[src/hw/rtl/prq_pkg.sv]
`timescale 1ns / 1ps
// ----------------------------------------------------------------------------
// Process ready queue package
// Sizes, opcodes, status codes and the slot and result types that the
// ready queue modules share.
// ----------------------------------------------------------------------------
package prq_pkg;

   localparam int QUEUE_DEPTH = 16;
   localparam int IDX_W       = (QUEUE_DEPTH > 1) ? $clog2(QUEUE_DEPTH) : 1;
   localparam int CNT_W       = $clog2(QUEUE_DEPTH + 1);
   localparam int HANDLE_W    = 8;
   localparam int PRIO_W      = 8;
   localparam int OPCODE_W    = 2;
   localparam int STATUS_W    = 2;

   localparam logic [OPCODE_W-1:0] OP_ENQUEUE = 2'd0;
   localparam logic [OPCODE_W-1:0] OP_DEQUEUE = 2'd1;
   localparam logic [OPCODE_W-1:0] OP_REMOVE  = 2'd2;
   localparam logic [OPCODE_W-1:0] OP_QUERY   = 2'd3;

   localparam logic [STATUS_W-1:0] ST_OK        = 2'd0;
   localparam logic [STATUS_W-1:0] ST_FULL      = 2'd1;
   localparam logic [STATUS_W-1:0] ST_EMPTY     = 2'd2;
   localparam logic [STATUS_W-1:0] ST_NOT_FOUND = 2'd3;

   typedef struct packed {
      logic [HANDLE_W-1:0] handle;
      logic [PRIO_W-1:0]   prio;
   } slot_type;

   typedef struct packed {
      logic [STATUS_W-1:0] status;
      logic                out_valid;
      logic [HANDLE_W-1:0] out_handle;
      logic [PRIO_W-1:0]   out_priority;
      logic [CNT_W-1:0]    entry_count;
      logic                is_empty;
   } result_type;

endpackage

[src/hw/rtl/prq_channels.sv]
`timescale 1ns / 1ps
// ----------------------------------------------------------------------------
// Process ready queue channels
// Valid/ready interfaces for the request and the response channel.
// ----------------------------------------------------------------------------
interface prq_req_if;
   logic                           valid;
   logic                           ready;
   logic [prq_pkg::OPCODE_W-1:0]   opcode;
   logic [prq_pkg::HANDLE_W-1:0]   handle;
   logic [prq_pkg::PRIO_W-1:0]     priority_req;

   modport source (output valid, opcode, handle, priority_req, input ready);
   modport sink (input valid, opcode, handle, priority_req, output ready);
endinterface

interface prq_rsp_if;
   logic                           valid;
   logic                           ready;
   logic [prq_pkg::STATUS_W-1:0]   status;
   logic                           out_valid;
   logic [prq_pkg::HANDLE_W-1:0]   out_handle;
   logic [prq_pkg::PRIO_W-1:0]     out_priority;
   logic [prq_pkg::CNT_W-1:0]      entry_count;
   logic                           is_empty;

   modport source (output valid, status, out_valid, out_handle, out_priority,
                   entry_count, is_empty, input ready);
   modport sink (input valid, status, out_valid, out_handle, out_priority,
                 entry_count, is_empty, output ready);
endinterface

[src/hw/rtl/process_ready_queue_unit.sv]
`timescale 1ns / 1ps
// ----------------------------------------------------------------------------
// Process ready queue unit
// Bounded ready queue of process handles with FIFO and priority dequeue.
// ----------------------------------------------------------------------------
// Enqueue, query and any request on an empty queue go from acceptance
// straight to the response state. Dequeue and remove scan the slot RAM one
// read per cycle and then compact one slot per cycle; a FIFO dequeue scans
// one slot.
// One request is in work at a time; a new one is taken while a result waits.
// Reset empties the queue and selects FIFO mode; the RAM is not cleared.
module process_ready_queue_unit (
   input  logic         clock,
   input  logic         reset,
   prq_req_if.sink      req_chan,
   prq_rsp_if.source    rsp_chan,
   input  logic         csr_wr_en,
   input  logic         csr_wr_data
);

   logic                 mode_ff, mode_in;
   logic                 rsp_valid_ff, rsp_valid_in;
   prq_pkg::result_type  rsp_data_ff, rsp_data_in;
   logic                 out_free;
   logic                 eng_valid;
   prq_pkg::result_type  eng_result;

   prq_engine u_engine (
      .clock         (clock),
      .reset         (reset),
      .req_valid     (req_chan.valid),
      .req_ready     (req_chan.ready),
      .req_opcode    (req_chan.opcode),
      .req_handle    (req_chan.handle),
      .req_priority  (req_chan.priority_req),
      .priority_mode (mode_ff),
      .out_free      (out_free),
      .result_valid  (eng_valid),
      .result        (eng_result)
   );

   assign out_free = !rsp_valid_ff || rsp_chan.ready;

   always_comb begin
      mode_in      = csr_wr_en ? csr_wr_data : mode_ff;
      rsp_valid_in = out_free ? eng_valid : rsp_valid_ff;
      rsp_data_in  = (out_free && eng_valid) ? eng_result : rsp_data_ff;
   end

   always_ff @(posedge clock) begin
      if (reset) begin
         mode_ff      <= 1'b0;
         rsp_valid_ff <= 1'b0;
      end else begin
         mode_ff      <= mode_in;
         rsp_valid_ff <= rsp_valid_in;
      end
      rsp_data_ff <= rsp_data_in;
   end

   assign rsp_chan.valid        = rsp_valid_ff;
   assign rsp_chan.status       = rsp_data_ff.status;
   assign rsp_chan.out_valid    = rsp_data_ff.out_valid;
   assign rsp_chan.out_handle   = rsp_data_ff.out_handle;
   assign rsp_chan.out_priority = rsp_data_ff.out_priority;
   assign rsp_chan.entry_count  = rsp_data_ff.entry_count;
   assign rsp_chan.is_empty     = rsp_data_ff.is_empty;

endmodule

[src/hw/rtl/prq_slot_ram.sv]
`timescale 1ns / 1ps
// ----------------------------------------------------------------------------
// Slot RAM
// Simple dual-port synchronous RAM, one write and one registered read port.
// ----------------------------------------------------------------------------
module prq_slot_ram #(
   parameter int DEPTH = 16,
   parameter int WIDTH = 16,
   localparam int ADDR_W = (DEPTH > 1) ? $clog2(DEPTH) : 1
) (
   input  logic              clock,
   input  logic              wr_en,
   input  logic [ADDR_W-1:0] wr_addr,
   input  logic [WIDTH-1:0]  wr_data,
   input  logic              rd_en,
   input  logic [ADDR_W-1:0] rd_addr,
   output logic [WIDTH-1:0]  rd_data
);

   logic [WIDTH-1:0] slot_mem [DEPTH];
   logic [WIDTH-1:0] rd_data_ff;

   always_ff @(posedge clock) begin
      if (wr_en) begin
         slot_mem[wr_addr] <= wr_data;
      end
      if (rd_en) begin
         rd_data_ff <= slot_mem[rd_addr];
      end
   end

   assign rd_data = rd_data_ff;

endmodule

[src/hw/rtl/prq_engine.sv]
`timescale 1ns / 1ps
// ----------------------------------------------------------------------------
// Ready queue engine
// Sequencer that scans the slot RAM for the entry to take out and then
// closes the gap by moving later slots down one at a time.
// ----------------------------------------------------------------------------
module prq_engine (
   input  logic                          clock,
   input  logic                          reset,
   input  logic                          req_valid,
   output logic                          req_ready,
   input  logic [prq_pkg::OPCODE_W-1:0]  req_opcode,
   input  logic [prq_pkg::HANDLE_W-1:0]  req_handle,
   input  logic [prq_pkg::PRIO_W-1:0]    req_priority,
   input  logic                          priority_mode,
   input  logic                          out_free,
   output logic                          result_valid,
   output prq_pkg::result_type           result
);

   typedef enum logic [1:0] {
      S_IDLE,
      S_SCAN,
      S_SHIFT,
      S_RESP
   } state_type;

   state_type                      state_ff, state_in;
   logic [prq_pkg::CNT_W-1:0]      count_ff, count_in;
   logic [prq_pkg::OPCODE_W-1:0]   op_ff, op_in;
   logic [prq_pkg::HANDLE_W-1:0]   key_ff, key_in;
   logic [prq_pkg::STATUS_W-1:0]   status_ff, status_in;
   logic [prq_pkg::CNT_W-1:0]      rd_idx_ff, rd_idx_in;
   logic [prq_pkg::CNT_W-1:0]      scan_end_ff, scan_end_in;
   logic                           pend_ff, pend_in;
   logic [prq_pkg::CNT_W-1:0]      pend_idx_ff, pend_idx_in;
   logic                           found_ff, found_in;
   logic [prq_pkg::CNT_W-1:0]      pick_idx_ff, pick_idx_in;
   prq_pkg::slot_type              pick_slot_ff, pick_slot_in;

   logic                           mem_wr_en;
   logic [prq_pkg::IDX_W-1:0]      mem_wr_addr;
   prq_pkg::slot_type              mem_wr_data;
   logic                           mem_rd_en;
   logic [prq_pkg::IDX_W-1:0]      mem_rd_addr;
   prq_pkg::slot_type              mem_rd_data;
   logic [prq_pkg::CNT_W-1:0]      shift_dst;
   logic                           take_slot;
   logic                           dequeue_ok;

   prq_slot_ram #(
      .DEPTH (prq_pkg::QUEUE_DEPTH),
      .WIDTH ($bits(prq_pkg::slot_type))
   ) u_slot_ram (
      .clock   (clock),
      .wr_en   (mem_wr_en),
      .wr_addr (mem_wr_addr),
      .wr_data (mem_wr_data),
      .rd_en   (mem_rd_en),
      .rd_addr (mem_rd_addr),
      .rd_data (mem_rd_data)
   );

   assign shift_dst = pend_idx_ff - prq_pkg::CNT_W'(1);

   // During a scan, decide whether the slot whose data just came back
   // becomes the candidate. Remove keeps the first match; dequeue keeps the
   // first slot, then any strictly smaller priority in priority mode.
   always_comb begin
      take_slot = 1'b0;
      if (pend_ff) begin
         if (op_ff == prq_pkg::OP_REMOVE) begin
            take_slot = !found_ff && (mem_rd_data.handle == key_ff);
         end else begin
            take_slot = !found_ff ||
                        (priority_mode && (mem_rd_data.prio < pick_slot_ff.prio));
         end
      end
   end

   always_comb begin
      state_in     = state_ff;
      count_in     = count_ff;
      op_in        = op_ff;
      key_in       = key_ff;
      status_in    = status_ff;
      rd_idx_in    = rd_idx_ff;
      scan_end_in  = scan_end_ff;
      pend_in      = 1'b0;
      pend_idx_in  = rd_idx_ff;
      found_in     = found_ff;
      pick_idx_in  = pick_idx_ff;
      pick_slot_in = pick_slot_ff;
      mem_wr_en    = 1'b0;
      mem_wr_addr  = '0;
      mem_wr_data  = '0;
      mem_rd_en    = 1'b0;
      mem_rd_addr  = '0;

      case (state_ff)
         S_IDLE: begin
            if (req_valid) begin
               op_in     = req_opcode;
               key_in    = req_handle;
               status_in = prq_pkg::ST_OK;
               found_in  = 1'b0;
               rd_idx_in = '0;
               state_in  = S_RESP;
               case (req_opcode)
                  prq_pkg::OP_ENQUEUE: begin
                     if (count_ff < prq_pkg::CNT_W'(prq_pkg::QUEUE_DEPTH)) begin
                        mem_wr_en   = 1'b1;
                        mem_wr_addr = count_ff[prq_pkg::IDX_W-1:0];
                        mem_wr_data = '{handle: req_handle, prio: req_priority};
                        count_in    = count_ff + prq_pkg::CNT_W'(1);
                     end else begin
                        status_in = prq_pkg::ST_FULL;
                     end
                  end
                  prq_pkg::OP_DEQUEUE, prq_pkg::OP_REMOVE: begin
                     if (count_ff == '0) begin
                        status_in = prq_pkg::ST_EMPTY;
                     end else begin
                        // A FIFO dequeue only needs the head slot.
                        if (req_opcode == prq_pkg::OP_DEQUEUE && !priority_mode) begin
                           scan_end_in = prq_pkg::CNT_W'(1);
                        end else begin
                           scan_end_in = count_ff;
                        end
                        state_in = S_SCAN;
                     end
                  end
                  default: begin
                     state_in = S_RESP;
                  end
               endcase
            end
         end

         S_SCAN: begin
            if (rd_idx_ff < scan_end_ff) begin
               mem_rd_en   = 1'b1;
               mem_rd_addr = rd_idx_ff[prq_pkg::IDX_W-1:0];
               rd_idx_in   = rd_idx_ff + prq_pkg::CNT_W'(1);
               pend_in     = 1'b1;
            end
            if (take_slot) begin
               found_in     = 1'b1;
               pick_idx_in  = pend_idx_ff;
               pick_slot_in = mem_rd_data;
            end
            if (rd_idx_ff == scan_end_ff && !pend_ff) begin
               if (!found_ff) begin
                  status_in = prq_pkg::ST_NOT_FOUND;
                  state_in  = S_RESP;
               end else begin
                  rd_idx_in = pick_idx_ff + prq_pkg::CNT_W'(1);
                  state_in  = S_SHIFT;
               end
            end
         end

         S_SHIFT: begin
            // Reads run one slot ahead of the write that moves data down.
            if (rd_idx_ff < count_ff) begin
               mem_rd_en   = 1'b1;
               mem_rd_addr = rd_idx_ff[prq_pkg::IDX_W-1:0];
               rd_idx_in   = rd_idx_ff + prq_pkg::CNT_W'(1);
               pend_in     = 1'b1;
            end
            if (pend_ff) begin
               mem_wr_en   = 1'b1;
               mem_wr_addr = shift_dst[prq_pkg::IDX_W-1:0];
               mem_wr_data = mem_rd_data;
            end
            if (rd_idx_ff == count_ff && !pend_ff) begin
               count_in = count_ff - prq_pkg::CNT_W'(1);
               state_in = S_RESP;
            end
         end

         S_RESP: begin
            if (out_free) begin
               state_in = S_IDLE;
            end
         end

         default: begin
            state_in = S_IDLE;
         end
      endcase
   end

   always_ff @(posedge clock) begin
      if (reset) begin
         state_ff <= S_IDLE;
         count_ff <= '0;
         pend_ff  <= 1'b0;
      end else begin
         state_ff <= state_in;
         count_ff <= count_in;
         pend_ff  <= pend_in;
      end
      op_ff        <= op_in;
      key_ff       <= key_in;
      status_ff    <= status_in;
      rd_idx_ff    <= rd_idx_in;
      scan_end_ff  <= scan_end_in;
      pend_idx_ff  <= pend_idx_in;
      found_ff     <= found_in;
      pick_idx_ff  <= pick_idx_in;
      pick_slot_ff <= pick_slot_in;
   end

   assign req_ready    = (state_ff == S_IDLE);
   assign result_valid = (state_ff == S_RESP);
   assign dequeue_ok   = (op_ff == prq_pkg::OP_DEQUEUE) && (status_ff == prq_pkg::ST_OK);

   always_comb begin
      result.status       = status_ff;
      result.out_valid    = dequeue_ok;
      result.out_handle   = dequeue_ok ? pick_slot_ff.handle : '0;
      result.out_priority = dequeue_ok ? pick_slot_ff.prio : '0;
      result.entry_count  = count_ff;
      result.is_empty     = (count_ff == '0);
   end

`ifndef NO_ASSERTIONS
   a_count_bound: assert property (@(posedge clock) disable iff (reset)
      count_ff <= prq_pkg::CNT_W'(prq_pkg::QUEUE_DEPTH))
      else $error("entry count exceeds queue depth");

   a_count_step: assert property (@(posedge clock) disable iff (reset)
      1'b1 |=> (count_ff == $past(count_ff)) ||
               (count_ff == $past(count_ff) + prq_pkg::CNT_W'(1)) ||
               (count_ff == $past(count_ff) - prq_pkg::CNT_W'(1)))
      else $error("entry count moved by more than one");

   a_shift_in_range: assert property (@(posedge clock) disable iff (reset)
      (mem_wr_en && state_ff == S_SHIFT) |-> (pend_idx_ff < count_ff))
      else $error("compaction write outside the held entries");

   a_resp_release: assert property (@(posedge clock) disable iff (reset)
      (state_ff == S_RESP && out_free) |=> (state_ff == S_IDLE))
      else $error("response not handed off when the output was free");
`endif

endmodule
[src/flat_wrapper.sv]
// flat-port wrapper written by rule: the top's interface ports become plain ports
module process_ready_queue_unit_flat 
  (clock, reset, csr_wr_en, csr_wr_data, req_chan_valid, req_chan_opcode, req_chan_handle, req_chan_priority_req, req_chan_ready, rsp_chan_valid, rsp_chan_status, rsp_chan_out_valid, rsp_chan_out_handle, rsp_chan_out_priority, rsp_chan_entry_count, rsp_chan_is_empty, rsp_chan_ready);
  prq_req_if req_chan_i ();
  prq_rsp_if rsp_chan_i ();
  input  logic clock;
  input  logic reset;
  input  logic csr_wr_en;
  input  logic csr_wr_data;
  input wire logic [$bits(req_chan_i.valid)-1:0] req_chan_valid;
  input wire logic [$bits(req_chan_i.opcode)-1:0] req_chan_opcode;
  input wire logic [$bits(req_chan_i.handle)-1:0] req_chan_handle;
  input wire logic [$bits(req_chan_i.priority_req)-1:0] req_chan_priority_req;
  output wire logic [$bits(req_chan_i.ready)-1:0] req_chan_ready;
  output wire logic [$bits(rsp_chan_i.valid)-1:0] rsp_chan_valid;
  output wire logic [$bits(rsp_chan_i.status)-1:0] rsp_chan_status;
  output wire logic [$bits(rsp_chan_i.out_valid)-1:0] rsp_chan_out_valid;
  output wire logic [$bits(rsp_chan_i.out_handle)-1:0] rsp_chan_out_handle;
  output wire logic [$bits(rsp_chan_i.out_priority)-1:0] rsp_chan_out_priority;
  output wire logic [$bits(rsp_chan_i.entry_count)-1:0] rsp_chan_entry_count;
  output wire logic [$bits(rsp_chan_i.is_empty)-1:0] rsp_chan_is_empty;
  input wire logic [$bits(rsp_chan_i.ready)-1:0] rsp_chan_ready;
  assign req_chan_i.valid = req_chan_valid;
  assign req_chan_i.opcode = req_chan_opcode;
  assign req_chan_i.handle = req_chan_handle;
  assign req_chan_i.priority_req = req_chan_priority_req;
  assign req_chan_ready = req_chan_i.ready;
  assign rsp_chan_valid = rsp_chan_i.valid;
  assign rsp_chan_status = rsp_chan_i.status;
  assign rsp_chan_out_valid = rsp_chan_i.out_valid;
  assign rsp_chan_out_handle = rsp_chan_i.out_handle;
  assign rsp_chan_out_priority = rsp_chan_i.out_priority;
  assign rsp_chan_entry_count = rsp_chan_i.entry_count;
  assign rsp_chan_is_empty = rsp_chan_i.is_empty;
  assign rsp_chan_i.ready = rsp_chan_ready;
  process_ready_queue_unit u_core (.clock(clock), .reset(reset), .req_chan(req_chan_i), .rsp_chan(rsp_chan_i), .csr_wr_en(csr_wr_en), .csr_wr_data(csr_wr_data));
endmodule
[config.mk]
export PLATFORM = sky130hd
export DESIGN_NAME = process_ready_queue_unit_flat
export DESIGN_NICKNAME = d
export VERILOG_FILES = /design/src/hw/rtl/prq_pkg.sv /design/src/hw/rtl/prq_channels.sv /design/src/hw/rtl/process_ready_queue_unit.sv /design/src/hw/rtl/prq_slot_ram.sv /design/src/hw/rtl/prq_engine.sv /design/src/flat_wrapper.sv
export SDC_FILE = /design/constraint.sdc
export NUM_CORES = 1
export LEC_CHECK = 0
export BUFFER_PORTS_ARGS = -buffer_cell sky130_fd_sc_hd__buf_2
export CAP_MARGIN = 10
export CELL_PAD_IN_SITES_DETAIL_PLACEMENT = 1
export CELL_PAD_IN_SITES_GLOBAL_PLACEMENT = 1
export CORE_MARGIN = 2
export CORE_UTILIZATION = 45
export CTS_BUF_LIST = sky130_fd_sc_hd__clkbuf_4 sky130_fd_sc_hd__clkbuf_8
export DETAILED_ROUTE_END_ITERATION = 8
export MAX_ROUTING_LAYER = met4
export PLACE_DENSITY_LB_ADDON = 0.08
export SKIP_CTS_REPAIR_TIMING = 1
export SYNTH_ARGS = -nofsm -noshare
export SYNTH_HDL_FRONTEND = slang
export SYNTH_HIERARCHICAL = 1
export SYNTH_SLANG_ARGS = --single-unit
[constraint.sdc]
create_clock -name clock -period 4.4 [get_ports clock]
set_clock_uncertainty 0.05 [all_clocks]
set_input_delay 0.66 -clock clock [delete_from_list [all_inputs] [get_ports clock]]
set_output_delay 0.66 -clock clock [all_outputs]
set_load 0.01 [all_outputs]
Yosys cells after proc, flatten, opt, wreduce, memory -nomap -nowiden
Memory sizes are Yosys's and may differ from the RTL's. A register that Yosys moved wholly into a read port is not among the register bits. Cells that the tools add are included.

Bits in registers: 84. Bits in latches: 0. Bits in writable memories: 256. Memory bits (read-only): 0. Output and inout port bits: 27. Logic and storage cells: 134. Memories kept: 1.

$add $sub $neg: 5. Multipliers: 0. Div/mod/pow operators: 0. Magnitude comparators: 4. Equality and inequality tests: 19. Shift-type cells: 0. Multiplexer cells: 54. Bitwise gates (word level): 1. Reductions and logical operators: 29.

Memory list: u_core.u_engine.u_slot_ram.slot_mem (words 16, bits a word 16, rd ports 1, clocked after Yosys merged registers in 1, wr ports 1, RTL line prq_slot_ram.sv:20) `logic [WIDTH-1:0] slot_mem [DEPTH];`.

Operators by type and width (number): 16-bit 2-to-1 mux (4); 5-bit 2-to-1 mux (9); 16-bit one-hot mux with 2 select lines (1); 4-bit 2-to-1 mux (6); 2-bit 2-to-1 mux (10); 4-bit one-hot mux with 2 select lines (2); 5-bit by 1-bit adder with 5-bit output, second input constant (3); 5-bit one-hot mux with 3 select lines (1); 1-bit 2-to-1 mux (14); 2-bit != test, second input constant (6); 4-bit AND reduction (3); 5-bit == test (2); 5-bit < comparator (2); 5-bit one-hot mux with 2 select lines (1); 2-bit == test, second input constant (4); 8-bit == test (1); 8-bit < comparator (1); 2-bit one-hot mux with 2 select lines (2); 2-bit one-hot mux with 4 select lines (1); 1-bit logical AND (7); 2-bit by 1-bit == test with 1-bit output, second input constant (3); 2-bit zero test (3); 2-bit by 1-bit != test with 1-bit output, second input constant (3); 1-bit one-hot mux with 2 select lines (3); other kinds (13) (20).

Longest topological paths before layout
Gate-level depths: netlist (run 1).

Depth after elaboration: 7. Gate-level depth with buffers: 15.

By module
The synthesis (run 1) kept the hierarchy.

By module, submodules not included: prq_slot_ram (instances 1, cells an instance 432, area an instance 10202.3 um^2, seq. area each 8167.8 um^2); prq_engine (instances 1, cells an instance 337, area an instance 3453.3 um^2, seq. area each 1581.5 um^2); process_ready_queue_unit (instances 1, cells an instance 33, area an instance 839.6 um^2, seq. area each 790.8 um^2).

Least setup slack after synthesis (run 1)
No wires, ideal clock.

Path type: register -> register. Start: register u_core.u_engine.state_ff[0]. End: memory u_core.u_engine.u_slot_ram.slot_mem[0][0] (enable). Setup time: 0.409 ns. Data arrival time: 3.223 ns. Required time: 3.941 ns. Path slack: 0.718 ns. Cell stages (with the launch flop): 9. Path buffers: 1. Period minus slack after synthesis: 3.682 ns. Cells stage by stage: dfxtp_1 > inv_1 > ha_1 > nand2_2 > nor3b_4 > clkbuf_1 > nand2b_1 > or3b_2 > nor3_1.

Word-level cells in the longest chain between the ends: 4.

RTL lines: start: declaration (RTL line prq_engine.sv:28) `state_type state_ff, state_in;`; start signal: assignment (RTL line prq_engine.sv:200) `state_ff <= state_in;`; 2-bit zero test; named net req_chan_ready (RTL line flat_wrapper.sv:14) `output wire logic [$bits(req_chan_i.ready)-1:0] req_chan_ready;`; 1-bit one-hot mux with 2 select lines (RTL line prq_engine.sv:100) `case (state_ff)`; named net u_core.u_engine.mem_wr_en (RTL line prq_engine.sv:41) `logic mem_wr_en;`; 1-bit 2-to-1 mux (RTL line prq_slot_ram.sv:24) `if (wr_en) begin`; 1-bit 2-to-1 mux (not written as such) (RTL line prq_slot_ram.sv:25) `slot_mem[wr_addr] <= wr_data;`; end: declaration (RTL line prq_slot_ram.sv:20).

The timed path passes the listed nets, and every way through them passes these cells.

Final worst setup path (run 1)
Start: register u_core.u_engine.rd_idx_ff (netlist bit u_core/u_engine/pend_idx_in[3]). End: register u_core.u_engine.u_slot_ram.rd_data_ff[4] (netlist: u_core/u_engine/u_slot_ram/rd_data[4]), read port of u_core.u_engine.u_slot_ram.slot_mem (data pin).

Word-level cells in the longest chain between the ends: 3.

RTL lines: start: declaration (RTL line prq_engine.sv:33) `logic [prq_pkg::CNT_W-1:0] rd_idx_ff, rd_idx_in;`; start signal: assignment (RTL line prq_engine.sv:207) `rd_idx_ff <= rd_idx_in;`; 5-bit < comparator (on tied branches) (RTL line prq_engine.sv:165, prq_engine.sv:141); 4-bit 2-to-1 mux (on tied branches) (RTL line prq_engine.sv:165, prq_engine.sv:141); 4-bit one-hot mux with 2 select lines (*) (RTL line prq_engine.sv:100); named net u_core.u_engine.mem_rd_addr (one bit) (RTL line prq_engine.sv:45) `logic [prq_pkg::IDX_W-1:0] mem_rd_addr;`; end: declaration (RTL line prq_slot_ram.sv:21) `logic [WIDTH-1:0] rd_data_ff;`.

Mark *: on every way through the listed nets, which the timed path passes. The rest lies on a longest branch. A chain may end at the register's enable or synchronous reset.

==> Implementation_results.wiki, run 1 <==
{| class="wikitable"
! Metric !! Value
|-
| Filler-free cell count of the finished design || 1368
|-
| Most used DFF post-synth || sky130_fd_sc_hd__edfxtp_1
|-
| DRT Wirelength || 35200 µm
|-
| Reg2Reg Setup Slack || 0.54 ns
|-
| Largest net degree at the start of global routing || 65
|-
| Die footprint || 33700 µm²
|-
| Routability congestion estimate || 0.816
|-
| First-iteration detailed-routing DRC count || slightly below 700
|-
| CTS buffer count || slightly below 60
|-
| Largest voltage drop on the vdd net || 244 µV
|-
| First-pass GRT wire length || 52800 µm
|-
| Max-slew violations || 0
|-
| Core ar. || ~32000 µm²
|-
| Fraction of power spent switching nets || 27.8%
|-
| Area added between synthesis and finish || 14.5%
|-
| Worst Setup Start Kind || flip-flop
|-
| Final critical path time including I/O delays and setup || 3.86 ns
|-
| Sequential element share of the synthesized area || 72.7%
|-
| Net count of the finished layout || 972
|-
| Vert. Die Dim || 183 µm
|-
| Largest cells by area after synthesis || sky130_fd_sc_hd__edfxtp_1 (71%), sky130_fd_sc_hd__mux4_2 (8.4%), sky130_fd_sc_hd__ha_1 (2.7%)
|-
| Routed vias/inst || 5.70
|-
| Number of global-route vias before repair || 8422
|-
| Net Sw Power || 2.37 mW
|-
| Vias || 7793
|-
| Share of total power in the clock network || 33.3%
|-
| Number of enable flip-flop cells after synthesis || 341
|-
| Flop and latch count out of synthesis || 356
|-
| Share of post-route cells with drive strength above 1 || a little over a quarter
|-
| Antenna diode instance count || 0
|-
| Top-count cell post-synth || sky130_fd_sc_hd__edfxtp_1
|-
| Synthesized instance count || 802
|-
| Largest fanout on the critical path || 23
|-
| Data required time of the critical path || about 4.7 ns
|-
| End-of-flow core utilization || 52.5%
|-
| Width of the chip || between 150 and 200 µm
|-
| Setup TNS || 0 ns
|-
| Clock-pin slew reported for the worst setup and hold paths after clock tree synthesis || around 0.060 ns
|-
| Max Clk Rate || 259 MHz
|-
| Clock tree from TritonCTS || yes
|-
| First-pass iteration count of the detailed router || 4
|-
| Clock buffer depth || 3
|-
| Starting density of the core || 45.8%
|-
| Worst-skew pair later-pin latency || 0.62 ns
|-
| Synthesized net count || 858
|-
| Overall overflow remaining after global route || 0
|-
| Root buf cell || sky130_fd_sc_hd__clkbuf_8
|-
| Number of endpoints failing setup at the final stage || 0
|-
| Combined global-route utilization of all metal layers || 22.3%
|-
| Placed insts || between 1000 and 1500
|-
| Placed Area || 15400 µm²
|-
| Number of hold violations in the final report || 0
|-
| Share of async-settable or async-resettable flops after synthesis || 0%
|-
| Area share of the largest cell type after synthesis || 70.6%
|-
| Worst Max-Slew Pin Slew || about 1.1 ns
|-
| Residual antenna-violating net count after detailed routing || 0
|-
| Post-layout power || 8.52 mW
|-
| Per-instance average area after synthesis || between 15 and 20 µm²
|-
| Synth cell count leaders || sky130_fd_sc_hd__edfxtp_1 (341), sky130_fd_sc_hd__mux4_2 (54), sky130_fd_sc_hd__nand2_1 (35)
|-
| Deepest level of the CTS H-tree || 2
|-
| Count of unique library cells instantiated by Yosys || 57
|-
| Cell row count || 65
|-
| PortBufs || 50
|-
| Part of the cycle the worst path needs || between 80 and 90%
|-
| Data arrival, critical path || around 4.2 ns
|-
| DRC || 0
|-
| Fin worst setup slack || around 0.54 ns
|-
| Total power divided by cell area || roughly 500 nW/µm²
|-
| # IOs || 51
|-
| Worst hold slack across all endpoints || 0.215 ns
|-
| Static leakage || 5.67 nW
|-
| Sequential group share of total power || 49.5%
|-
| Half-perimeter wire length after placement || ~22000 µm
|-
| Worst setup path category || flip-flop to flip-flop
|-
| Worst Setup Slack post-DPL || 0.535 ns
|-
| Average wire length per cell after detail routing || 25.8 µm
|-
| Tightest Hold Check Type || primary input to flip-flop
|-
| Num Clock Sinks || 356
|-
| Number of synthesis warnings || 6
|-
| Pint || 6.15 mW
|-
| Combinational Power Share || 17.2%
|-
| Max-cap viol count || 0
|-
| Post-synthesis instance area || ~14000 µm²
|-
| Cell accounting for the most synthesized area || sky130_fd_sc_hd__edfxtp_1
|-
| Status || finished, final reports clean
|-
| Count of filler cells inserted in the layout || just under 3000
|-
| Final design area excluding fillers || 16600 µm²
|-
| Initial antenna violation count || 0
|-
| Unrepaired setup endpoints after global routing || false
|-
| Worst Setup End Kind || flip-flop
|-
| Relative slew slack || 23.9%
|}
power by group through the flow:
stage                     Sequential (mW)  Combinational [mW]  Clock [mW]
after floorplan                      4.21                1.01           0
after global routing                 4.24                1.63        3.08
after detailed placement             4.28                1.48           0
after global placement               4.28                1.43           0
after CTS                            4.22                1.48        2.94
final                                4.21                1.47        2.84
flip-flops by register name, indices dropped and copies added, names as in the netlist, 2 cells and up:
signal and count:
u_core/u_engine/u_slot_ram/slot_mem 256, u_core/u_engine/pick_slot_ff 16, u_core/u_engine/u_slot_ram/rd_data 16, u_core/rsp_chan.out_handle 8, u_core/rsp_chan.out_priority 8, u_core/u_engine/key_ff 8, u_core/rsp_chan.entry_count 5, u_core/u_engine/count_ff 5
u_core/u_engine/pend_idx_ff 5, u_core/u_engine/pend_idx_in 5, u_core/u_engine/pick_idx_ff 5, u_core/u_engine/scan_end_ff 5, u_core/rsp_chan.status 2, u_core/u_engine/op_ff 2, u_core/u_engine/state_ff 2, u_core/u_engine/status_ff 2
metal layers:
layer | share of wire (%) | vias up | GRT usage, %
met5 | 0 | - | -
met4 | 3.5 | 0 | 8.70
met3 | 4.8 | 81 | 3.65
met2 | 51 | 221 | 37.2
met1 | 41 | 4049 | 27.4
li1 | - | 3442 | -
kinds of logic after synthesis:
family                     count (synthesis)  synth area share (%)
AOI/OAI and AO/OA                        103                  5.02
xor gates and xnor gates                  14                 0.846
adders and majority gates                 32                  2.81
buffers and inverters                     65                  2.01
DFF                                      356                  72.7
muxes                                     70                  10.6
and+or+nand+nor                          162                  5.96
cells in the final DEF (no fill, tap or decap), types with 15 or more instances in the layout:
| master | synthesis | routed |
|---|---|---|
| sky130_fd_sc_hd__edfxtp_1 | 341 | 341 |
| sky130_fd_sc_hd__clkbuf_8 | 0 | 63 |
| sky130_fd_sc_hd__mux4_2 | 54 | 54 |
| sky130_fd_sc_hd__buf_2 | 2 | 50 |
| sky130_fd_sc_hd__nand2_1 | 35 | 34 |
| sky130_fd_sc_hd__inv_1 | 33 | 33 |
| sky130_fd_sc_hd__a22oi_1 | 33 | 33 |
| sky130_fd_sc_hd__buf_4 | 4 | 32 |
| sky130_fd_sc_hd__ha_1 | 31 | 31 |
| sky130_fd_sc_hd__nor2_1 | 29 | 28 |
| sky130_fd_sc_hd__and2_1 | 24 | 24 |
| sky130_fd_sc_hd__clkbuf_4 | 0 | 18 |
| sky130_fd_sc_hd__nand3_1 | 17 | 17 |
| sky130_fd_sc_hd__a22o_1 | 16 | 16 |
| sky130_fd_sc_hd__dfxtp_1 | 15 | 15 |
area by class of cell:
type / instances / area [µm²] / share of cell area (%)
inverters: 33 / 124 / 0.746
clock inverters: 30 / 173 / 1.04
clock buffers: 81 / 1000 / 6.04
multi-input cells: 381 / 3710 / 22.3
well taps: 402 / 503 / 3.03
flip-flops and latches: 356 / 10500 / 63.5
repair buffers: 85 / 551 / 3.32
critical path: stages (launching register included):
cell and delay (ns):
sky130_fd_sc_hd__edfxtp_1 0.52, sky130_fd_sc_hd__ha_1 0.37, sky130_fd_sc_hd__nand4_1 0.22, sky130_fd_sc_hd__nor2_1 0.06, sky130_fd_sc_hd__or3_1 0.42, sky130_fd_sc_hd__inv_1 0.19
sky130_fd_sc_hd__ha_1 0.19, sky130_fd_sc_hd__nand3_1 0.12, sky130_fd_sc_hd__nand2_4 0.28, sky130_fd_sc_hd__buf_12 0.25, sky130_fd_sc_hd__mux4_1 0.58, sky130_fd_sc_hd__a22oi_1 0.25
sky130_fd_sc_hd__nand2_1 0.08
path summary, 6_finish.rpt:
check / start / to / cells after the start
setup reg to reg: u_core/u_engine/pend_idx_in[3] / u_core/u_engine/u_slot_ram/rd_data[4] / 12
setup / recovery: u_core/u_engine/pend_idx_in[3] / u_core/u_engine/u_slot_ram/rd_data[4] / 12
hold / removal: req_chan_handle[0] / u_core/u_engine/key_ff[0] / 1
hold reg to reg: u_core/u_engine/pend_idx_ff[4] / u_core/u_engine/pick_idx_ff[4] / 0
(Power assumes the default switching activity.)
==> run 2, diff against run 1 <==
--- a/config.mk
+++ b/config.mk
@@ -5,6 +5,7 @@
 export SDC_FILE = /design/constraint.sdc
 export NUM_CORES = 1
 export LEC_CHECK = 0
+export ABC_AREA = 1
 export BUFFER_PORTS_ARGS = -buffer_cell sky130_fd_sc_hd__buf_2
 export CAP_MARGIN = 10
 export CELL_PAD_IN_SITES_DETAIL_PLACEMENT = 1
==> run 2 against run 1 <==
Die area grew 9.6%. Flip-flop and latch count did not move. Register-to-register slack better by 0.13 ns. Critical path type unchanged.
==> Implementation_results.wiki, run 2 <==
{| class="wikitable"
! Metric !! Value
|-
| Fin worst setup slack || approximately 0.67 ns
|-
| Most common cell after layout, fill and taps aside || sky130_fd_sc_hd__nand2_1
|-
| Largest cells by area after synthesis || sky130_fd_sc_hd__edfxtp_1 (64%), sky130_fd_sc_hd__nand2_1 (10%), sky130_fd_sc_hd__inv_1 (6.9%)
|-
| Number of cells on the worst hold path || 1
|-
| First-pass iteration count of the detailed router || 5
|-
| Worst Setup Slack post-DPL || 0.669 ns
|-
| DRT Wirelength || 43700 µm
|-
| Cell with the biggest individual delay on the critical path || sky130_fd_sc_hd__nor2_2
|-
| Half-perimeter wire length after placement || 29000 µm
|-
| Number of enable flip-flop cells after synthesis || 341
|-
| CTS buffer count || 59
|-
| Per-instance average area after synthesis || between 10 and 15 µm²
|-
| Initial antenna violation count || 0
|-
| Starting density of the core || 45.9%
|-
| Width of the chip || just under 200 µm
|-
| Count of filler cells inserted in the layout || 3840
|-
| Root buf cell || sky130_fd_sc_hd__clkbuf_8
|-
| Highest-count cells in the layout ignoring fill and taps || sky130_fd_sc_hd__nand2_1 (442), sky130_fd_sc_hd__edfxtp_1 (341), sky130_fd_sc_hd__inv_1 (291), sky130_fd_sc_hd__nand3_1 (214), sky130_fd_sc_hd__clkbuf_8 (65)
|-
| Crit path buffers/inverters || 3
|-
| Area added between synthesis and finish || 12.8%
|-
| Max Clk Rate || 268 MHz
|-
| Part of the cycle the worst path needs || 84.8%
|-
| Stage delay of the slowest cell on the critical path || 0.95 ns
|-
| Relative slew slack || 22.0%
|-
| End of the worst hold path || u_core/u_engine/key_ff[6]
|-
| Static leakage || between 7 and 8 nW
|-
| Worst Setup End Kind || flip-flop
|-
| Routability congestion estimate || 0.837
|-
| DRC || 0
|-
| Routed vias/inst || roughly 5.2
|-
| Final design area excluding fillers || 18000 µm²
|-
| Max-cap viol count || 0
|-
| Number of synthesis warnings || 6
|-
| Average wire length per cell after detail routing || between 20 and 25 µm
|-
| Flip-flop and latch area || 10500 µm²
|-
| Vias || between 10000 and 15000
|-
| Filler-free cell count of the finished design || 2140
|-
| Sequential element share of the synthesized area || 66.2%
|-
| Total power divided by cell area || slightly below 500 nW/µm²
|-
| Synthesized net count || 1608
|-
| Top-count cell post-synth || sky130_fd_sc_hd__nand2_1
|-
| Largest voltage drop on the vdd net || 233 µV
|-
| Num Clock Sinks || 356
|-
| FF-to-FF path depth || 9
|-
| # IOs || slightly above 50
|-
| Most flop-heavy register || u_core/u_engine/u_slot_ram/slot_mem
|-
| First-pass GRT wire length || ~67000 µm
|-
| Placed Area || 16800 µm²
|-
| Tightest Hold Check Type || primary input to flip-flop
|-
| Largest net degree at the start of global routing || around 130
|-
| Reg2Reg Setup Slack || 0.67 ns
|-
| Deepest level of the CTS H-tree || 2
|-
| Net count of the finished layout || 1694
|-
| Core ar. || 34700 µm²
|-
| Final critical path time including I/O delays and setup || approximately 3.7 ns
|-
| Status || finished, final reports clean
|-
| Overall overflow remaining after global route || 0
|-
| Post-synthesis instance area || 15900 µm²
|-
| Number of global-route vias before repair || 11200
|-
| Synthesized instance count || 1552
|-
| Kind of cell adding the most delay to the critical path || simple AND/OR/NAND/NOR gates
|-
| Data arrival, critical path || 3.91 ns
|-
| Clock-pin slew reported for the worst setup and hold paths after clock tree synthesis || about 0.060 ns
|-
| Clock tree from TritonCTS || yes
|-
| Area share of the largest cell type after synthesis || 64.3%
|-
| Worst Setup Start Kind || flip-flop
|-
| Die footprint || 36900 µm²
|-
| Max-slew violations || 0
|-
| Crit-path cells || inv_1 -> ha_1 -> nand2_1 -> inv_2 -> nand3_2 -> buf_4 -> o22ai_1 -> nand3b_1 -> nor2_2
|-
| Residual antenna-violating net count after detailed routing || 0
|-
| Synth cell count leaders || sky130_fd_sc_hd__nand2_1 (442), sky130_fd_sc_hd__edfxtp_1 (341), sky130_fd_sc_hd__inv_1 (291)
|-
| Clock buffer depth || 3
|-
| PortBufs || 50
|-
| Flop and latch count out of synthesis || around 360
|-
| Worst setup path category || flip-flop to flip-flop
|-
| Worst-skew pair later-pin latency || 0.63 ns
|-
| Multi-input logic area || between 4000 and 5000 µm²
|-
| Number of flip-flops in the largest register || 256
|-
| Number of endpoints failing setup at the final stage || 0
|-
| Largest fanout on the critical path || 22
|-
| Post-layout power || just under 9 mW
|-
| Cell row count || 68
|-
| Beginning of the worst hold path || req_chan_handle[6]
|-
| Share of post-route cells with drive strength above 1 || between 10% and 20%
|-
| Combined global-route utilization of all metal layers || about a quarter
|-
| Launch point of the worst reg-to-reg path || u_core/u_engine/state_ff[0]
|-
| Unrepaired setup endpoints after global routing || false
|-
| Most used DFF post-synth || sky130_fd_sc_hd__edfxtp_1
|-
| Data required time of the critical path || between 4 and 5 ns
|-
| End of the worst register-to-register path || u_core/u_engine/u_slot_ram/slot_mem[11][6]
|-
| Cell accounting for the most synthesized area || sky130_fd_sc_hd__edfxtp_1
|-
| Vert. Die Dim || 192 µm
|-
| Count of unique library cells instantiated by Yosys || 37
|-
| Antenna diode instance count || 0
|-
| Setup TNS || 0 ns
|-
| Share of async-settable or async-resettable flops after synthesis || 0%
|-
| Worst hold slack across all endpoints || 0.183 ns
|-
| First-iteration detailed-routing DRC count || 787
|-
| Worst Max-Slew Pin Slew || ~1.2 ns
|-
| Placed insts || 2032
|-
| End-of-flow core utilization || 51.7%
|-
| Number of hold violations in the final report || 0
|}
==> run 2: cell types whose count changed in the layout (fill, tap and decap cells not counted), moves of 17 or more <==
cell                      change
sky130_fd_sc_hd__nor2_1      +18
sky130_fd_sc_hd__nor2_2      +17
sky130_fd_sc_hd__nand2_1    +408
sky130_fd_sc_hd__nand3_1    +197
sky130_fd_sc_hd__and2_1      -24
sky130_fd_sc_hd__a22oi_1     -33
sky130_fd_sc_hd__inv_1      +258
sky130_fd_sc_hd__mux4_2      -54
==> run 2: kinds of logic (layout without fill, tap and decap cells) <==
family | Yosys count | count (layout) | share of synthesized area (%)
buf+inv | 357 | 490 | 9.18
xor+xnor | 5 | 5 | 0.275
simple gates | 739 | 739 | 19.5
fa+ha+maj | 32 | 32 | 2.56
flops | 356 | 356 | 66.2
compound gates | 63 | 63 | 2.27
==> run 2: area by class of cell <==
cell class	instances	area share [%]
multi-input cells	839	22.5
flip-flops and latches	356	58.7
clock inverters	22	0.502
repair buffers	83	3.05
inverters	299	6.26
clock buffers	86	5.86
well taps	455	3.17
==> run 2: routing by layer <==
layer	GRT usage, %	share of wire [%]
met1	35.3	47
met2	38.1	45
met3	4.73	5.5
met4	6.19	1.8
met5	-	0
==> run 2: report_power, final <==
part           leakage (nW)  switching, mW  total (mW)  internal, mW
clock                 0.613           1.31        2.83          1.52
sequential             3.27          0.174        4.21          4.04
combinational          3.89           1.29        1.84         0.554
==> run 2: worst max path at each step <==
stage,cells past startpoint,endpoint,startpoint
global route,9,u_core/u_engine/u_slot_ram/slot_mem[11][6],u_core/u_engine/state_ff[0]
global placement,9,u_core/u_engine/u_slot_ram/slot_mem[7][9],u_core/u_engine/state_ff[0]
finish,9,u_core/u_engine/u_slot_ram/slot_mem[11][6],u_core/u_engine/state_ff[0]
CTS,9,u_core/u_engine/u_slot_ram/slot_mem[11][6],u_core/u_engine/state_ff[0]
detailed placement,9,u_core/u_engine/u_slot_ram/slot_mem[11][8],u_core/u_engine/state_ff[0]
floorplan,9,u_core/u_engine/u_slot_ram/slot_mem[12][0],u_core/u_engine/state_ff[0]
==> run 3, diff against run 2 <==
--- a/config.mk
+++ b/config.mk
@@ -5,7 +5,7 @@
 export SDC_FILE = /design/constraint.sdc
 export NUM_CORES = 1
 export LEC_CHECK = 0
-export ABC_AREA = 1
+export ABC_AREA = 0
 export BUFFER_PORTS_ARGS = -buffer_cell sky130_fd_sc_hd__buf_2
 export CAP_MARGIN = 10
 export CELL_PAD_IN_SITES_DETAIL_PLACEMENT = 1
==> constraint.sdc (replaced) <==
create_clock -name clock -period 3.9 [get_ports clock]
set_clock_uncertainty 0.05 [all_clocks]
set_input_delay 0.585 -clock clock [delete_from_list [all_inputs] [get_ports clock]]
set_output_delay 0.585 -clock clock [all_outputs]
set_load 0.01 [all_outputs]
==> run 3 against run 2 <==
Sequential share of layout area rose by 4.6 points. Final cell count fell by 36%. Sequential power rose by 13%. Combinational power fell by 9%. Global-route usage fell by 3.3 points.
==> Implementation_results.wiki, run 3 (same netlist as run 1, synthesis figures left out) <==
{| class="wikitable"
! Metric !! Value
|-
| Largest fanout on the critical path || 33
|-
| Most flop-heavy register || u_core/u_engine/u_slot_ram/slot_mem
|-
| Unrepaired setup endpoints after global routing || false
|-
| Launch point of the worst reg-to-reg path || u_core/u_engine/pend_idx_in[3]
|-
| # IOs || 51
|-
| Highest-count cells in the layout ignoring fill and taps || sky130_fd_sc_hd__edfxtp_1 (341), sky130_fd_sc_hd__clkbuf_8 (60), sky130_fd_sc_hd__mux4_2 (54), sky130_fd_sc_hd__buf_2 (50), sky130_fd_sc_hd__nand2_1 (34)
|-
| Crit path buffers/inverters || 2
|-
| Pint || between 7 and 8 mW
|-
| Combinational Power Share || ~17%
|-
| Number of flip-flops in the largest register || 256
|-
| Worst setup path category || flip-flop to flip-flop
|-
| DRT Wirelength || approximately 35000 µm
|-
| Worst-skew pair later-pin latency || 0.60 ns
|-
| Total power divided by cell area || around 590 nW/µm²
|-
| Worst hold slack across all endpoints || 0.157 ns
|-
| Vias || 7851
|-
| Flip-flop and latch area || 10500 µm²
|-
| First-pass iteration count of the detailed router || 4
|-
| Kind of cell adding the most delay to the critical path || simple AND/OR/NAND/NOR gates
|-
| Cell with the biggest individual delay on the critical path || sky130_fd_sc_hd__mux4_1
|-
| Residual antenna-violating net count after detailed routing || 0
|-
| Beginning of the worst hold path || req_chan_handle[7]
|-
| Routed vias/inst || 5.73
|-
| Net Sw Power || 2.70 mW
|-
| Fraction of power spent switching nets || 27.7%
|-
| Clock tree from TritonCTS || yes
|-
| Die footprint || 33700 µm²
|-
| Worst Setup Start Kind || flip-flop
|-
| Core ar. || 31600 µm²
|-
| Starting density of the core || 45.8%
|-
| Overall overflow remaining after global route || 0
|-
| End of the worst hold path || u_core/u_engine/key_ff[7]
|-
| Multi-input logic area || 3710 µm²
|-
| Initial antenna violation count || 0
|-
| Num Clock Sinks || 356
|-
| Static leakage || between 5 and 6 nW
|-
| Max Clk Rate || about 280 MHz
|-
| Number of cells on the worst hold path || 1
|-
| FF-to-FF path depth || 12
|-
| Count of filler cells inserted in the layout || 2924
|-
| Routability congestion estimate || 0.800
|-
| First-iteration detailed-routing DRC count || ~570
|-
| Most common cell after layout, fill and taps aside || sky130_fd_sc_hd__edfxtp_1
|-
| Stage delay of the slowest cell on the critical path || 0.60 ns
|-
| End of the worst register-to-register path || u_core/u_engine/u_slot_ram/rd_data[10]
|-
| Final critical path time including I/O delays and setup || about 3.6 ns
|-
| Area added between synthesis and finish || 14.9%
|-
| Sequential group share of total power || 48.6%
|-
| Share of post-route cells with drive strength above 1 || between 20% and 30%
|-
| Number of endpoints failing setup at the final stage || 0
|-
| Share of total power in the clock network || 34.3%
|-
| Part of the cycle the worst path needs || 91.8%
|-
| Crit-path most repeated cell || sky130_fd_sc_hd__ha_1
|-
| Clock buffer depth || 3
|-
| First-pass GRT wire length || 52400 µm
|-
| Max-slew violations || 0
|-
| Cell row count || 65
|-
| Reg2Reg Setup Slack || 0.32 ns
|-
| Combined global-route utilization of all metal layers || a little over a fifth
|-
| Tightest Hold Check Type || primary input to flip-flop
|-
| Number of hold violations in the final report || 0
|-
| DRC || 0
|-
| Number of global-route vias before repair || 8503
|-
| Worst Max-Slew Pin Slew || 1.04 ns
|-
| Largest voltage drop on the vdd net || 373 µV
|-
| Data required time of the critical path || 4.19 ns
|-
| Relative slew slack || 29.7%
|-
| Largest net degree at the start of global routing || 65
|-
| Root buf cell || sky130_fd_sc_hd__clkbuf_8
|-
| Average wire length per cell after detail routing || around 25 µm
|-
| Deepest level of the CTS H-tree || 2
|-
| Net count of the finished layout || 974
|-
| CTS buffer count || 60
|-
| Max-cap viol count || 0
|-
| Setup TNS || 0 ns
|-
| Crit-path cells || ha_1 -> a21oi_1 -> a21boi_0 -> or3_1 -> inv_1 -> ha_1 -> nand3_1 -> nand2_4 -> buf_12 -> mux4_1 -> a22oi_1 -> nand2_1
|-
| Status || finished, final reports clean
|-
| Data arrival, critical path || 3.87 ns
|-
| Vert. Die Dim || 183 µm
|-
| Width of the chip || 183 µm
|-
| Clock-pin slew reported for the worst setup and hold paths after clock tree synthesis || about 0.060 ns
|-
| Half-perimeter wire length after placement || roughly 22000 µm
|-
| Worst Setup End Kind || flip-flop
|-
| PortBufs || 50
|-
| Antenna diode instance count || 0
|}
[run 3: per-layer routing]
metal / wire [µm] / vias up / track usage [%]
met2: 17500 / 228 / 36.6
met3: 1800 / 73 / 3.94
met5: 0 / - / -
li1: - / 3446 / -
met4: 1090 / 0 / 7.39
met1: 14400 / 4104 / 27.0
[run 3: how the worst max path moves through the flow]
stage | depth (start not counted) | end | startpoint
2_1_floorplan | 8 | u_core/u_engine/u_slot_ram/slot_mem[0][0] | u_core/u_engine/state_ff[0]
3_3_place_gp | 12 | u_core/u_engine/u_slot_ram/rd_data[11] | u_core/u_engine/pend_idx_in[3]
3_5_place_dp | 12 | u_core/u_engine/u_slot_ram/rd_data[10] | u_core/u_engine/pend_idx_in[3]
4_1_cts | 13 | u_core/u_engine/u_slot_ram/rd_data[7] | u_core/u_engine/scan_end_ff[3]
5_1_grt | 12 | u_core/u_engine/u_slot_ram/rd_data[11] | u_core/u_engine/pend_idx_in[3]
6_report | 12 | u_core/u_engine/u_slot_ram/rd_data[10] | u_core/u_engine/pend_idx_in[3]
[run 3: layout make-up]
class                   instances  share of cell area [%]
flip-flops and latches        356                    63.3
multi-input cells             381                    22.3
clock inverters                37                    1.68
inverters                      33                   0.744
repair buffers                 86                    3.35
well taps                     402                    3.02
clock buffers                  75                    5.64
[run 3: power by group through the flow]
stage | sequential, mW | clock, mW | combinational, mW
after CTS | 4.75 | 3.44 | 1.70
after detailed placement | 4.82 | 0 | 1.68
final | 4.75 | 3.35 | 1.67
after floorplan | 4.74 | 0 | 1.14
after global placement | 4.81 | 0 | 1.62
after global routing | 4.77 | 3.59 | 1.86
[run 3: per-stage QoR]
stage / setup slack, ns / power (mW) / area, µm² / std cells / utilization, %
2_1_floorplan: 0.218 / 5.89 / 14500 / 802 / -
6_report: 0.319 / 9.77 / 16700 / 1370 / 52.6
5_1_grt: 0.0547 / 10.2 / 16700 / 1370 / 52.6
3_5_place_dp: 0.330 / 6.51 / 15400 / 1258 / 48.8
4_1_cts: 0.281 / 9.88 / 16700 / 1370 / 52.6
3_3_place_gp: 0.418 / 6.43 / 15400 / 1258 / 48.8
